[config.mk]
export PLATFORM = sky130hd
export DESIGN_NAME = next_permutation_generator
export DESIGN_NICKNAME = d
export VERILOG_FILES = /design/src/rtl/npg_pkg.sv /design/src/rtl/next_permutation_generator.sv /design/src/rtl/npg_perm_ram.sv
export SDC_FILE = /design/constraint.sdc
export NUM_CORES = 1
export LEC_CHECK = 0
export BUFFER_PORTS_ARGS = -buffer_cell sky130_fd_sc_hd__buf_2
export CAP_MARGIN = 20
export CORE_MARGIN = 2
export CORE_UTILIZATION = 40
export DETAILED_ROUTE_END_ITERATION = 10
export PLACE_DENSITY_LB_ADDON = 0.05
export SLEW_MARGIN = 30
export SYNTH_ARGS = -nofsm -noshare
export SYNTH_HDL_FRONTEND = slang
export SYNTH_SLANG_ARGS = --single-unit
[constraint.sdc]
create_clock -name i_clk -period 6.83 [get_ports i_clk]
set_input_delay 0.3415 -clock i_clk [delete_from_list [all_inputs] [get_ports i_clk]]
set_output_delay 0.3415 -clock i_clk [all_outputs]
set_load 0.005 [all_outputs]
[src/rtl/npg_pkg.sv]
// ----------------------------------------------------------------------------
// npg_pkg
// Types and state codes shared by the next permutation generator modules.
// ----------------------------------------------------------------------------
package npg_pkg;

    // element values and positions, wide enough for counts up to 15
    typedef logic [3:0] t_val;
    typedef logic [3:0] t_pos;

    // write port of the permutation store
    typedef struct packed {
        logic en;
        t_pos addr;
        t_val data;
    } t_ram_wr;

    typedef enum logic [3:0] {
        S_IDLE,
        S_INIT,
        S_ASC_RD,
        S_ASC_CHK,
        S_SUC_RD,
        S_SUC_CHK,
        S_SWP1,
        S_SWP2,
        S_REV_RD,
        S_REV_W1,
        S_REV_W2,
        S_EMIT_RD,
        S_EMIT_LD,
        S_EXH
    } t_state;

endpackage

[src/rtl/next_permutation_generator.sv]
// ----------------------------------------------------------------------------
// next_permutation_generator
// Lexicographic next permutation of 1..n, streamed one element per word.
// ----------------------------------------------------------------------------
// Each input word asks for the next permutation (or the identity on restart,
// on the first request, and after element_count is written) and is answered
// by n output words, one element each, tlast on the final one; when no
// permutation follows, a single word with tuser set and zero data is sent.
// The permutation lives in a small memory with one write port, and one
// comparator is shared by a small sequencer, so a request steps through:
// the identity is written element by element; a next permutation scans for
// the rightmost ascent, scans for the successor, swaps the two, reverses the
// suffix pair by pair, then emits each element, and output stalls hold the
// emit steps; an exhausted answer sends its single word. A new request is taken
// only in idle, while the last result word may still wait at the output.
// ----------------------------------------------------------------------------
module next_permutation_generator #(
    parameter int MAX_ELEMENTS = 8
) (
    input  logic       i_clk,
    input  logic       i_rst_n,
    input  logic       i_cfg_we,
    input  logic [3:0] i_cfg_wdata,     // element_count
    input  logic       s_axis_tvalid,
    output logic       s_axis_tready,
    input  logic [7:0] s_axis_tdata,    // [0] restart, [7:1] zero
    output logic       m_axis_tvalid,
    input  logic       m_axis_tready,
    output logic [7:0] m_axis_tdata,    // [3:0] element_value, [6:4] position, [7] zero
    output logic       m_axis_tlast,    // last_of_run
    output logic       m_axis_tuser     // exhausted
);
    import npg_pkg::*;

    localparam logic [4:0] MaxN = 5'(MAX_ELEMENTS);

    t_state     r_state, n_state;
    logic [3:0] r_count;
    logic       r_started, n_started;
    t_pos       r_idx, n_idx;
    t_pos       r_hi, n_hi;
    t_pos       r_piv, n_piv;
    t_pos       r_best, n_best;
    t_val       r_pivval, n_pivval;
    t_val       r_bestval, n_bestval;

    logic       r_out_valid, n_out_valid;
    t_val       r_out_val, n_out_val;
    logic [2:0] r_out_pos, n_out_pos;
    logic       r_out_last, n_out_last;
    logic       r_out_exh, n_out_exh;

    logic [4:0] w_n;
    t_pos       w_last;
    logic       w_accept;
    logic       w_restart;
    logic       w_out_free;
    t_val       w_cmp_a, w_cmp_b;
    logic       w_cmp_lt;

    t_ram_wr    w_wr;
    logic       w_rd_en;
    t_pos       w_rd_a_addr, w_rd_b_addr;
    t_val       w_rd_a, w_rd_b;

    npg_perm_ram #(
        .DEPTH(MAX_ELEMENTS)
    ) u_ram (
        .i_clk       (i_clk),
        .i_wr        (w_wr),
        .i_rd_en     (w_rd_en),
        .i_rd_a_addr (w_rd_a_addr),
        .i_rd_b_addr (w_rd_b_addr),
        .o_rd_a_data (w_rd_a),
        .o_rd_b_data (w_rd_b)
    );

    // effective count, clamped to 1..MAX_ELEMENTS
    always_comb begin
        if (r_count == 4'd0) begin
            w_n = 5'd1;
        end else if ({1'b0, r_count} > MaxN) begin
            w_n = MaxN;
        end else begin
            w_n = {1'b0, r_count};
        end
    end
    assign w_last = 4'(w_n - 5'd1);

    assign s_axis_tready = (r_state == S_IDLE);
    assign w_accept      = s_axis_tvalid && s_axis_tready;
    assign w_restart     = s_axis_tdata[0];
    assign w_out_free    = !r_out_valid || m_axis_tready;

    // shared comparator
    always_comb begin
        if (r_state == S_SUC_CHK) begin
            w_cmp_a = r_pivval;
            w_cmp_b = w_rd_a;
        end else begin
            w_cmp_a = w_rd_a;
            w_cmp_b = w_rd_b;
        end
    end
    assign w_cmp_lt = (w_cmp_a < w_cmp_b);

    // next state
    always_comb begin
        n_state = r_state;
        case (r_state)
            S_IDLE: begin
                if (w_accept) begin
                    if (w_restart || !r_started) begin
                        n_state = S_INIT;
                    end else if (w_last == 4'd0) begin
                        n_state = S_EXH;
                    end else begin
                        n_state = S_ASC_RD;
                    end
                end
            end
            S_INIT: begin
                if (r_idx == w_last) begin
                    n_state = S_EMIT_RD;
                end
            end
            S_ASC_RD:  n_state = S_ASC_CHK;
            S_ASC_CHK: begin
                if (w_cmp_lt) begin
                    n_state = S_SUC_RD;
                end else if (r_idx == 4'd1) begin
                    n_state = S_EXH;
                end else begin
                    n_state = S_ASC_RD;
                end
            end
            S_SUC_RD:  n_state = S_SUC_CHK;
            S_SUC_CHK: begin
                if (w_cmp_lt) begin
                    n_state = S_SWP1;
                end else begin
                    n_state = S_SUC_RD;
                end
            end
            S_SWP1:    n_state = S_SWP2;
            S_SWP2: begin
                if ((r_piv + 4'd1) < w_last) begin
                    n_state = S_REV_RD;
                end else begin
                    n_state = S_EMIT_RD;
                end
            end
            S_REV_RD:  n_state = S_REV_W1;
            S_REV_W1:  n_state = S_REV_W2;
            S_REV_W2: begin
                if ((r_idx + 4'd1) < (r_hi - 4'd1)) begin
                    n_state = S_REV_RD;
                end else begin
                    n_state = S_EMIT_RD;
                end
            end
            S_EMIT_RD: n_state = S_EMIT_LD;
            S_EMIT_LD: begin
                if (w_out_free) begin
                    if (r_idx == w_last) begin
                        n_state = S_IDLE;
                    end else begin
                        n_state = S_EMIT_RD;
                    end
                end
            end
            S_EXH: begin
                if (w_out_free) begin
                    n_state = S_IDLE;
                end
            end
            default:   n_state = S_IDLE;
        endcase
    end

    // datapath and outputs
    always_comb begin
        n_started   = r_started;
        n_idx       = r_idx;
        n_hi        = r_hi;
        n_piv       = r_piv;
        n_best      = r_best;
        n_pivval    = r_pivval;
        n_bestval   = r_bestval;
        n_out_valid = r_out_valid && !m_axis_tready;
        n_out_val   = r_out_val;
        n_out_pos   = r_out_pos;
        n_out_last  = r_out_last;
        n_out_exh   = r_out_exh;
        w_wr        = '0;
        w_rd_en     = 1'b0;
        w_rd_a_addr = r_idx;
        w_rd_b_addr = r_hi;
        case (r_state)
            S_IDLE: begin
                if (w_accept) begin
                    if (w_restart || !r_started) begin
                        n_idx = 4'd0;
                    end else begin
                        n_idx = w_last;
                    end
                end
            end
            S_INIT: begin
                w_wr.en   = 1'b1;
                w_wr.addr = r_idx;
                w_wr.data = r_idx + 4'd1;
                if (r_idx == w_last) begin
                    n_started = 1'b1;
                    n_idx     = 4'd0;
                end else begin
                    n_idx = r_idx + 4'd1;
                end
            end
            S_ASC_RD: begin
                w_rd_en     = 1'b1;
                w_rd_a_addr = r_idx - 4'd1;
                w_rd_b_addr = r_idx;
            end
            S_ASC_CHK: begin
                if (w_cmp_lt) begin
                    n_piv    = r_idx - 4'd1;
                    n_pivval = w_rd_a;
                    n_idx    = w_last;
                end else begin
                    n_idx = r_idx - 4'd1;
                end
            end
            S_SUC_RD: begin
                w_rd_en     = 1'b1;
                w_rd_a_addr = r_idx;
            end
            S_SUC_CHK: begin
                // suffix is descending: first larger value from the right is the successor
                if (w_cmp_lt) begin
                    n_best    = r_idx;
                    n_bestval = w_rd_a;
                end else begin
                    n_idx = r_idx - 4'd1;
                end
            end
            S_SWP1: begin
                w_wr.en   = 1'b1;
                w_wr.addr = r_piv;
                w_wr.data = r_bestval;
            end
            S_SWP2: begin
                w_wr.en   = 1'b1;
                w_wr.addr = r_best;
                w_wr.data = r_pivval;
                if ((r_piv + 4'd1) < w_last) begin
                    n_idx = r_piv + 4'd1;
                    n_hi  = w_last;
                end else begin
                    n_idx = 4'd0;
                end
            end
            S_REV_RD: begin
                // suffix stays descending after the swap, so sorting is a reversal
                w_rd_en     = 1'b1;
                w_rd_a_addr = r_idx;
                w_rd_b_addr = r_hi;
            end
            S_REV_W1: begin
                w_wr.en   = 1'b1;
                w_wr.addr = r_idx;
                w_wr.data = w_rd_b;
            end
            S_REV_W2: begin
                w_wr.en   = 1'b1;
                w_wr.addr = r_hi;
                w_wr.data = w_rd_a;
                if ((r_idx + 4'd1) < (r_hi - 4'd1)) begin
                    n_idx = r_idx + 4'd1;
                    n_hi  = r_hi - 4'd1;
                end else begin
                    n_idx = 4'd0;
                end
            end
            S_EMIT_RD: begin
                w_rd_en     = 1'b1;
                w_rd_a_addr = r_idx;
            end
            S_EMIT_LD: begin
                if (w_out_free) begin
                    n_out_valid = 1'b1;
                    n_out_val   = w_rd_a;
                    n_out_pos   = r_idx[2:0];
                    n_out_last  = (r_idx == w_last);
                    n_out_exh   = 1'b0;
                    if (r_idx != w_last) begin
                        n_idx = r_idx + 4'd1;
                    end
                end
            end
            S_EXH: begin
                if (w_out_free) begin
                    n_out_valid = 1'b1;
                    n_out_val   = '0;
                    n_out_pos   = '0;
                    n_out_last  = 1'b1;
                    n_out_exh   = 1'b1;
                end
            end
            default: begin
                n_idx = r_idx;
            end
        endcase
        // a count write restarts from the identity
        if (i_cfg_we) begin
            n_started = 1'b0;
        end
    end

    always_ff @(posedge i_clk) begin
        if (!i_rst_n) begin
            r_state     <= S_IDLE;
            r_count     <= 4'd4;
            r_started   <= 1'b0;
            r_out_valid <= 1'b0;
        end else begin
            r_state     <= n_state;
            r_started   <= n_started;
            r_out_valid <= n_out_valid;
            if (i_cfg_we) begin
                r_count <= i_cfg_wdata;
            end
        end
    end

    always_ff @(posedge i_clk) begin
        r_idx      <= n_idx;
        r_hi       <= n_hi;
        r_piv      <= n_piv;
        r_best     <= n_best;
        r_pivval   <= n_pivval;
        r_bestval  <= n_bestval;
        r_out_val  <= n_out_val;
        r_out_pos  <= n_out_pos;
        r_out_last <= n_out_last;
        r_out_exh  <= n_out_exh;
    end

    assign m_axis_tvalid = r_out_valid;
    assign m_axis_tdata  = {1'b0, r_out_pos, r_out_val};
    assign m_axis_tlast  = r_out_last;
    assign m_axis_tuser  = r_out_exh;

    // exhausted word is a lone zero word closing its run
    a_exh_word: assert property (@(posedge i_clk) disable iff (!i_rst_n)
        (m_axis_tvalid && m_axis_tuser) |-> (m_axis_tlast && m_axis_tdata == 8'd0))
        else $error("exhausted word malformed");

    // an accepted request makes the block busy in the next cycle
    a_busy_after_accept: assert property (@(posedge i_clk) disable iff (!i_rst_n)
        (s_axis_tvalid && s_axis_tready) |=> !s_axis_tready)
        else $error("ready right after accept");

    // the chosen successor is larger than the pivot value
    a_swap_order: assert property (@(posedge i_clk) disable iff (!i_rst_n)
        (r_state == S_SWP1) |-> (r_pivval < r_bestval))
        else $error("successor not larger than pivot");

    // result loads only into a free output register
    a_no_overwrite: assert property (@(posedge i_clk) disable iff (!i_rst_n)
        (m_axis_tvalid && !m_axis_tready) |=> ($stable(m_axis_tdata) && m_axis_tvalid))
        else $error("stalled output word changed");

endmodule

[src/rtl/npg_perm_ram.sv]
// ----------------------------------------------------------------------------
// npg_perm_ram
// Permutation store: one write port, two registered read ports.
// ----------------------------------------------------------------------------
module npg_perm_ram #(
    parameter int DEPTH = 8
) (
    input  logic           i_clk,
    input  npg_pkg::t_ram_wr i_wr,
    input  logic           i_rd_en,
    input  npg_pkg::t_pos  i_rd_a_addr,
    input  npg_pkg::t_pos  i_rd_b_addr,
    output npg_pkg::t_val  o_rd_a_data,
    output npg_pkg::t_val  o_rd_b_data
);
    import npg_pkg::*;

    localparam int IW = (DEPTH > 1) ? $clog2(DEPTH) : 1;

    t_val r_mem [DEPTH];
    t_val r_rd_a;
    t_val r_rd_b;

    always_ff @(posedge i_clk) begin
        if (i_wr.en) begin
            r_mem[i_wr.addr[IW-1:0]] <= i_wr.data;
        end
    end

    always_ff @(posedge i_clk) begin
        if (i_rd_en) begin
            r_rd_a <= r_mem[i_rd_a_addr[IW-1:0]];
            r_rd_b <= r_mem[i_rd_b_addr[IW-1:0]];
        end
    end

    assign o_rd_a_data = r_rd_a;
    assign o_rd_b_data = r_rd_b;

endmodule

# Yosys cells after proc, flatten, opt, wreduce, memory -nomap -nowiden

Memory sizes are Yosys's and may differ from the RTL's. A register that Yosys moved wholly into a read port is not among the register bits.
Cells that the tools add are included.
Widths: inputs -> output; s select.

Flip-flop bits (word level): 43
Bits in writable memories: 32
Input bits: 17
Output and inout bits: 12
Word-level logic and storage cells: 120
Memories: 1

$add $sub $neg: 5
Magnitude comparators: 4
Equality and inequality tests: 24
Mux-type cells: 48
Bitwise gates (word level): 1
Reduce and logical (&&, ||, !) cells: 23

Memories:

| name        | words | width | rd ports | clocked after memory_dff | write ports | line               | RTL |
|---|---|---|---|---|---|---|---|
| u_ram.r_mem | 8     | 4     | 2        | 2                        | 1           | npg_perm_ram.sv:20 | `t_val r_mem [DEPTH];` |

Operators by type and width:

| operator            | number |
|---|---|
| $mux 4              | 25 |
| $pmux 4 s14         | 1 |
| $pmux 9 s5          | 1 |
| $pmux 4 s7          | 1 |
| $eq 4x4->1 const B  | 6 |
| $eq 4x3->1 const B  | 4 |
| $pmux 4 s2          | 2 |
| $ne 2x2->1 const B  | 7 |
| $logic_not 4->1     | 3 |
| $lt 4x4->1          | 3 |
| $mux 3              | 4 |
| $sub 4x1->4 const B | 3 |
| $add 4x1->4 const B | 2 |
| $eq 4x1->1 const B  | 2 |
| $eq 4x2->1 const B  | 2 |
| $mux 1              | 8 |
| $reduce_bool 7->1   | 1 |
| $mux 2              | 3 |
| $pmux 3 s2          | 1 |
| $reduce_and 2->1    | 3 |
| $reduce_and 3->1    | 2 |
| $reduce_and 5->1    | 1 |
| $eq 4x4->1          | 1 |
| $gt 4x4->1 const B  | 1 |
| 11 further kinds    | 18 |

# Longest topological paths before layout

Gate-level depths: netlist (run 1).

Depth after elaboration: 9
Mapped depth: 12
Gate-level depth less buffers: 11

# Hierarchy

Synthesis (run 1) repeated with hierarchy kept, for this count alone.

Cells, all modules: 386
Area total of the unflattened synthesis: 4,692.0 um^2

Modules (own cells, without submodules):

| module                     | instances | cells an instance | area each (um^2) | sequential area each (um^2) |
|---|---|---|---|---|
| next_permutation_generator | 1         | 305               | 2,891.5          | 1,191.1 |
| npg_perm_ram               | 1         | 81                | 1,800.5          | 1,201.2 |

# Least setup slack after synthesis (run 1)

No wires, ideal clock.

Kind: flip-flop to flip-flop
Start point: reg r_count[1]
End point: reg r_state[1]
Setup time: 0.134 ns
Arrival: 2.961 ns
Data required time: 6.696 ns
Path slack: 3.734 ns
Cell stages (with the launch flop): 13
Path buffers: 1
Clock period less this slack: 3.096 ns
Cells stage by stage: dfxtp_1 o21ba_2 or2_2 clkbuf_1 ha_1 xnor2_1 ha_1 nor2b_1 a221oi_1 o211ai_1 a22o_1 a2111oi_0 a21oi_1

Longest elaborated chain between the ends: 9
Elaborated cells on any way between the ends: 17
Those cells by class: 1 x add/sub; 2 x order compare; 2 x eq/ne; 9 x mux; 3 x reduce/logical

Ends and longest elaborated chain:

| what                   | line                              | RTL |
|---|---|---|
| start, declared        | next_permutation_generator.sv:38  | `logic [3:0] r_count;` |
| start signal, assigned | next_permutation_generator.sv:331 | `r_count <= i_cfg_wdata;` |
| $gt 4x4->1             | next_permutation_generator.sv:82  | `end else if ({1'b0, r_count} > MaxN) begin` |
| $mux 4                 | next_permutation_generator.sv:82  |  |
| $mux 4 *               | next_permutation_generator.sv:80  | `if (r_count == 4'd0) begin` |
| $sub 4x1->4 *          | next_permutation_generator.sv:88  | `assign w_last = 4'(w_n - 5'd1);` |
| $logic_not 4->1        | next_permutation_generator.sv:115 | `end else if (w_last == 4'd0) begin` |
| $mux 4                 | next_permutation_generator.sv:115 |  |
| $mux 4                 | next_permutation_generator.sv:113 | `if (w_restart \|\| !r_started) begin` |
| $mux 4                 | next_permutation_generator.sv:112 | `if (w_accept) begin` |
| $pmux 4 s14            | next_permutation_generator.sv:110 | `case (r_state)` |
| end signal, assigned   | next_permutation_generator.sv:327 | `r_state <= n_state;` |
| end, declared          | next_permutation_generator.sv:37  | `t_state r_state, n_state;` |

Mark *: on every way between the ends. The rest lies on a longest branch, timed or not. The select of a mux whose other input is x is not followed.
A chain may end at the register's enable or synchronous reset.

# Worst setup path in the final report (run 1)

Start point: reg r_state[2]
End point: reg r_idx[1] (data pin)

Longest elaborated chain between the ends: 5
Elaborated cells on any way between the ends: 12
Those cells by class: 1 x order compare; 6 x eq/ne; 4 x mux; 1 x reduce/logical

Ends and longest elaborated chain:

| what                 | line                                                                | RTL |
|---|---|---|
| $eq 4x3->1           | next_permutation_generator.sv:97, next_permutation_generator.sv:199 |  |
| $mux 4               | next_permutation_generator.sv:97                                    | `if (r_state == S_SUC_CHK) begin` |
| $lt 4x4->1           | next_permutation_generator.sv:105                                   | `assign w_cmp_lt = (w_cmp_a < w_cmp_b);` |
| $mux 4               | next_permutation_generator.sv:226                                   | `if (w_cmp_lt) begin` |
| $pmux 4 s7 *         | next_permutation_generator.sv:199                                   | `case (r_state)` |
| named net n_idx[1]   | next_permutation_generator.sv:40                                    | `t_pos r_idx, n_idx;` |
| end signal, assigned | next_permutation_generator.sv:337                                   | `r_idx <= n_idx;` |
| end, declared        | next_permutation_generator.sv:40                                    |  |

The timed path passes the listed nets; every way through them passes the cells marked *.

==> results.md, run 1 <==
- Status: completed
- Tightest Pin Transition: 988 ps
- PostCTS Resize Cnt: 0
- Final TNS setup: 0 ps
- CTS tree: done
- Nets: 424
- Synthesized Nets: 406
- Initial Utilization: 0.407
- Area leader, netlist: edfxtp_1
- CTS Hold Buffers Added: 0
- Crit path launch type: register
- Die area: 12400 µm²
- Buffers & Inverters on Critical Path: 1
- Clock share of power: 0.234
- FP Rows: 39
- Core footprint: 11300 µm²
- Layout cell share with drive strength beyond 1: 0.186
- Post-detail-place hpwl: 7830 µm
- Seq/Total Area, Yosys: 0.513
- Vias in the first global route: 3083
- Port Buffers: 20
- Die Span X: 111 µm
- Syn_area_per_cell: 12.3 µm²
- First-pass GRT wire length: 17000 µm
- Final wirelength: 10600 µm
- CTS clock-pin slew for the worst setup and hold paths: 70 ps
- Worst EP required: 6910 ps
- Largest net degree at the start of global routing: 29
- Gpl congestion: 0.841
- Max-slew violation count: 0
- CP arrival: 3770 ps
- Final min period: 3690 ps
- Gate power share: 0.382
- DR vias: 3033
- Fmax: 0.271 GHz
- Library cells used by synthesis: 61
- Clock Path Buffers: 2
- # setup viols final: 0
- DRC viols: 0
- Rel. slew slack: 0.322
- Crit path max fanout: 21
- Ant diodes: 0
- Family with the most delay on the worst path: compound AO/OA/AOI/OAI gates
- Worst VDD drop: 0.172 mV
- Area after DPL: 4850 µm²
- RSZ-0062 raised after global routing: false
- Clk sink count: 82
- CP max stage delay: 750 ps
- Clk_skew: 6.78 ps
- Placed cells: 524
- Post-CTS Setup Bufs: 0
- Hold WS: 211 ps
- WL per Instance: 19.6 µm
- Area delta synth->final: 11.8%
- 1st-pass router iterations: 4
- Ys flop type: edfxtp_1
- Number of synthesized register bits: 82
- Largest cells by area after synthesis: edfxtp_1 (47%), mux4_2 (4.4%), dfxtp_1 (4.3%)
- Commonest non-fill, non-tap cell in the layout: edfxtp_1
- Max_cap viols: 0
- Yosys top cell area share: 0.470
- Tcrit/Tclk final: 0.541
- Gr ovfl total: 0
- Fillers: 1068
- DR vias/cell: 5.62
- YS warnings: 0
- 1st-iter DRT viols: 207
- Post-route ant nets: 0
- Commonest cells after routing, fill and taps aside: edfxtp_1 (72), nor2_1 (28), nand2_1 (25), buf_2 (20), a21oi_1 (18)
- Post-route cell area: 5150 µm²
- Min-delay worst type: input port to register
- CTS Buf Count: 9
- GRT Util Overall: 0.178
- Share of flip-flops with an asynchronous set or reset after synthesis: 0
- Switch Pwr: 761 µW
- Initial antenna violation count: 0
- Final Hold Vio Count: 0
- Synth Instances: 374
- Post-synth EDFFs: 72
- Switching part of the total: 0.369
- Internal Power: 1.30 mW
- Die Y: 111 µm
- Critical Path, Cell by Cell: nor4bb_2 -> buf_4 -> mux2_2 -> ha_1 -> a211o_1 -> a21oi_1 -> nor2_1 -> or2_2 -> a222oi_1 -> o21ai_0
- Worst-Skew Late Latency: 350 ps
- CP max stage cell: dfxtp_1
- Mapped Area: 4600 µm²
- CP endpoint kind: register
- Finished Layout Cells: 540
- Seq pwr share: 0.384
- Setup CP Type: register to register
- Pwr Density: 400 nW/µm²
- Root Driver: clkbuf_16
- Htree depth: 3
- Max reg flops: 32
- P_leak: 1.87 nW
- IO Pins: 29
## worst min-delay path, cell delays in order
cell and delay [ps]:
buf_2 70, mux2i_1 50, nand2_1 60
## power by group through the flow
stage / Sequential, mW / Clock (mW) / Combinational, mW
finish: 0.791 / 0.483 / 0.787
global route: 0.805 / 0.515 / 0.875
CTS: 0.791 / 0.494 / 0.788
global placement: 0.802 / 0 / 0.779
detailed placement: 0.802 / 0 / 0.782
floorplan: 0.753 / 0 / 0.611
## layer usage
metal,GRT usage,up-vias,share of wire
li1,-,1465,-
met1,0.248,1478,0.47
met2,0.280,74,0.46
met3,0.0394,16,0.043
met4,0.0568,0,0.019
met5,0,-,0
## worst paths after layout
path | start | to | slack [ps] | depth (start not counted)
setup / recovery | r_state[2]$_SDFFE_PN0P_ | r_idx[1]$_DFFE_PP_ | 3140 | 10
hold / removal | i_cfg_wdata[2] | r_count[2]$_SDFFE_PN1P_ | 210 | 3
setup reg to reg | r_state[2]$_SDFFE_PN0P_ | r_idx[1]$_DFFE_PP_ | 3140 | 10
hold reg to reg | r_count[2]$_SDFFE_PN1P_ | r_count[2]$_SDFFE_PN1P_ | 510 | 2
## metrics by stage
step | setup slack, ps | power, mW | util
2_1_floorplan | 3730 | 1.36 | -
3_3_place_gp | 3190 | 1.58 | 0.429
3_5_place_dp | 3180 | 1.58 | 0.429
4_1_cts | 3180 | 2.07 | 0.455
5_1_grt | 2900 | 2.19 | 0.455
6_report | 3140 | 2.06 | 0.455
## area by class of cell
| class | count | area [µm²] | area share |
|---|---|---|---|
| clock buffers | 9 | 225 | 0.0437 |
| clock inverters | 7 | 71.3 | 0.0138 |
| inverters | 15 | 56.3 | 0.0109 |
| multi-input cells | 259 | 2120 | 0.411 |
| flip-flops and latches | 82 | 2360 | 0.459 |
| well taps | 143 | 179 | 0.0347 |
| repair buffers | 25 | 138 | 0.0267 |
## cells in the mapped netlist, types with 2 or more instances
cell	instances
xnor2_1	6
o31ai_1	3
nor4bb_1	3
mux2_2	12
clkbuf_1	12
a211o_1	2
a21boi_0	4
nor2b_1	10
a221o_1	2
nor3_1	7
a22oi_1	6
inv_1	15
or2_2	3
nand3_1	5
ha_1	15
a222oi_1	3
nand2_1	25
and2_1	6
dfxtp_1	10
xor2_1	6
edfxtp_1	72
nor3b_1	2
mux4_2	9
mux4_1	7
nor2_1	28
buf_1	3
o21a_1	6
o21ai_0	16
o211a_1	2
a21oi_1	18
and3_1	4
mux2i_1	12
o211ai_1	4
nand2b_1	9
## cells by family after synthesis
group                    share of synthesized area
adder cells (fa/ha/maj)                     0.0408
other                                     0.000814
multiplexers                                 0.142
buffers and inverters                       0.0296
flip-flops                                   0.513
AO/OA/AOI/OAI                                0.116
XOR/XNOR                                    0.0313
AND/OR/NAND/NOR                              0.126
(Power assumes the default switching activity.)
==> inputs of run 2 (changes only) <==
==> constraint.sdc (replaced) <==
create_clock -name i_clk -period 3.7 [get_ports i_clk]
set_input_delay 0.185 -clock i_clk [delete_from_list [all_inputs] [get_ports i_clk]]
set_output_delay 0.185 -clock i_clk [all_outputs]
set_load 0.005 [all_outputs]
==> run 2 against run 1 <==
Via count fell by 0.66%. Core utilization rose by 0.67 points. Worst hold slack got worse by 160 ps. Routed wire length rose by 0.34%. Sequential share of layout area fell by 0.67 points. Critical path type unchanged. Critical endpoint is now r_state[1]$_SDFFE_PN0P_.
==> results.md, run 2 (synthesized netlist as in run 1, its figures left out) <==
- Status: completed
- Final min period: 3280 ps
- Clk_skew: 8.14 ps
- Root Driver: clkbuf_16
- Clock Path Buffers: 2
- Fillers: 1028
- Final TNS setup: 0 ps
- DRC viols: 0
- Crit path max fanout: 5
- Rel. slew slack: 0.382
- Post-place setup slack: 451 ps
- Die area: 12400 µm²
- Core footprint: 11300 µm²
- Final wirelength: 10600 µm
- 1st-iter DRT viols: 205
- Commonest non-fill, non-tap cell in the layout: edfxtp_1
- Max-slew violation count: 0
- Cells on Worst Hold Path: 3
- Die Span X: 111 µm
- Ant diodes: 0
- Fmax: 0.305 GHz
- Layout cell share with drive strength beyond 1: 0.204
- DR vias: 3013
- WL per Instance: 19.3 µm
- DR vias/cell: 5.49
- RSZ-0062 raised after global routing: false
- FP Rows: 39
- Gpl congestion: 0.852
- GRT Util Overall: 0.181
- CP arrival: 3490 ps
- First-pass GRT wire length: 17000 µm
- CTS tree: done
- Hold Crit Start: i_cfg_wdata[2]
- Worst EP required: 3910 ps
- Initial Utilization: 0.407
- CTS clock-pin slew for the worst setup and hold paths: 60 ps
- CTS Hold Buffers Added: 0
- PostCTS Resize Cnt: 0
- Post-CTS Setup Bufs: 0
- Max reg flops: 32
- Commonest cells after routing, fill and taps aside: edfxtp_1 (72), nor2_1 (28), nand2_1 (25), buf_2 (20), a21oi_1 (18)
- CTS Buf Count: 9
- Port Buffers: 20
- Worst VDD drop: 0.420 mV
- Die Y: 111 µm
- Initial antenna violation count: 0
- Post-route ant nets: 0
- Worst-Skew Late Latency: 350 ps
- Hold Crit Endpoint: r_count[2]$_SDFFE_PN1P_
- Final Hold Vio Count: 0
- Vias in the first global route: 3094
- Largest net degree at the start of global routing: 28
- Post-detail-place hpwl: 7960 µm
- R2r endpoint: r_state[1]$_SDFFE_PN0P_
- Clk sink count: 82
- P_leak: 1.93 nW
- Tightest Pin Transition: 917 ps
- Max_cap viols: 0
- Htree depth: 3
- # setup viols final: 0
- Setup CP Type: register to register
- Setup WS post-layout: 419 ps
- Nets: 434
- FF-to-FF path depth: 11
- IO Pins: 29
- R2r setup slk: 420 ps
- Area delta synth->final: 13.5%
- 1st-pass router iterations: 4
- Pwr Density: 741 nW/µm²
- Worst reg2reg startpoint: r_count[1]$_SDFFE_PN0P_
- CP endpoint kind: register
- Tcrit/Tclk final: 0.887
- Crit path launch type: register
- Min-delay worst type: input port to register
- Gr ovfl total: 0
run 2: cell count changes in the layout (fill, tap and decap cells not counted):
| cell | before | now |
|---|---|---|
| bufinv_16 | 0 | 1 |
| buf_4 | 5 | 15 |
| inv_8 | 2 | 0 |
| clkinv_8 | 1 | 0 |
| inv_6 | 2 | 4 |
| o21ai_1 | 2 | 0 |
| clkinvlp_4 | 2 | 1 |
| o21ai_0 | 14 | 16 |
run 2: power breakdown:
part	internal [mW]	total, mW	switching, mW
Clock	0.528	0.912	0.383
Combinational	0.668	1.55	0.884
Sequential	1.30	1.41	0.109
Total	2.49	3.87	1.38
run 2: through the flow:
step	hold slack (ps)	cell area (µm²)	utilization	power, mW	std cells
floorplan	314	4600	-	2.52	374
global placement	404	4930	0.435	2.97	534
detailed placement	403	4930	0.435	2.98	534
CTS	41.7	5230	0.462	3.90	549
global route	80.7	5230	0.462	4.11	549
finish	49.8	5230	0.462	3.87	549
run 2: layer usage:
| layer | wire, µm | up-vias | track usage |
|---|---|---|---|
| met5 | 0 | - | 0 |
| met4 | 205 | 0 | 0.0733 |
| met3 | 416 | 14 | 0.0323 |
| met2 | 4940 | 53 | 0.285 |
| met1 | 5040 | 1457 | 0.248 |
| li1 | - | 1489 | - |
run 2: area by class of cell:
| cell class | count | area (µm²) | area share |
|---|---|---|---|
| clock buffers | 9 | 225 | 0.0431 |
| clock inverters | 6 | 72.6 | 0.0139 |
| inverters | 15 | 56.3 | 0.0108 |
| multi-input cells | 259 | 2120 | 0.405 |
| flip-flops and latches | 82 | 2360 | 0.452 |
| well taps | 143 | 179 | 0.0342 |
| repair buffers | 35 | 213 | 0.0407 |
run 2: worst max path at each step:
stage               slack (ps)               startpoint                      end
floorplan                  600  r_count[1]$_SDFFE_PN0P_  r_state[1]$_SDFFE_PN0P_
global placement           470  r_count[1]$_SDFFE_PN0P_  r_state[1]$_SDFFE_PN0P_
detailed placement         450  r_count[1]$_SDFFE_PN0P_  r_state[1]$_SDFFE_PN0P_
CTS                        420  r_count[1]$_SDFFE_PN0P_  r_state[1]$_SDFFE_PN0P_
global route               160  r_count[1]$_SDFFE_PN0P_  r_state[1]$_SDFFE_PN0P_
finish                     420  r_count[1]$_SDFFE_PN0P_  r_state[1]$_SDFFE_PN0P_
run 2: worst max-delay path: stages (launching register included):
cell and delay (ps):
dfxtp_1 320, o21ba_2 240, or2_2 330, ha_1 250
xnor2_1 230, ha_1 290, nor2b_1 140, a221oi_1 270
o211ai_1 190, a22o_1 310, a2111oi_0 450, a21oi_1 130
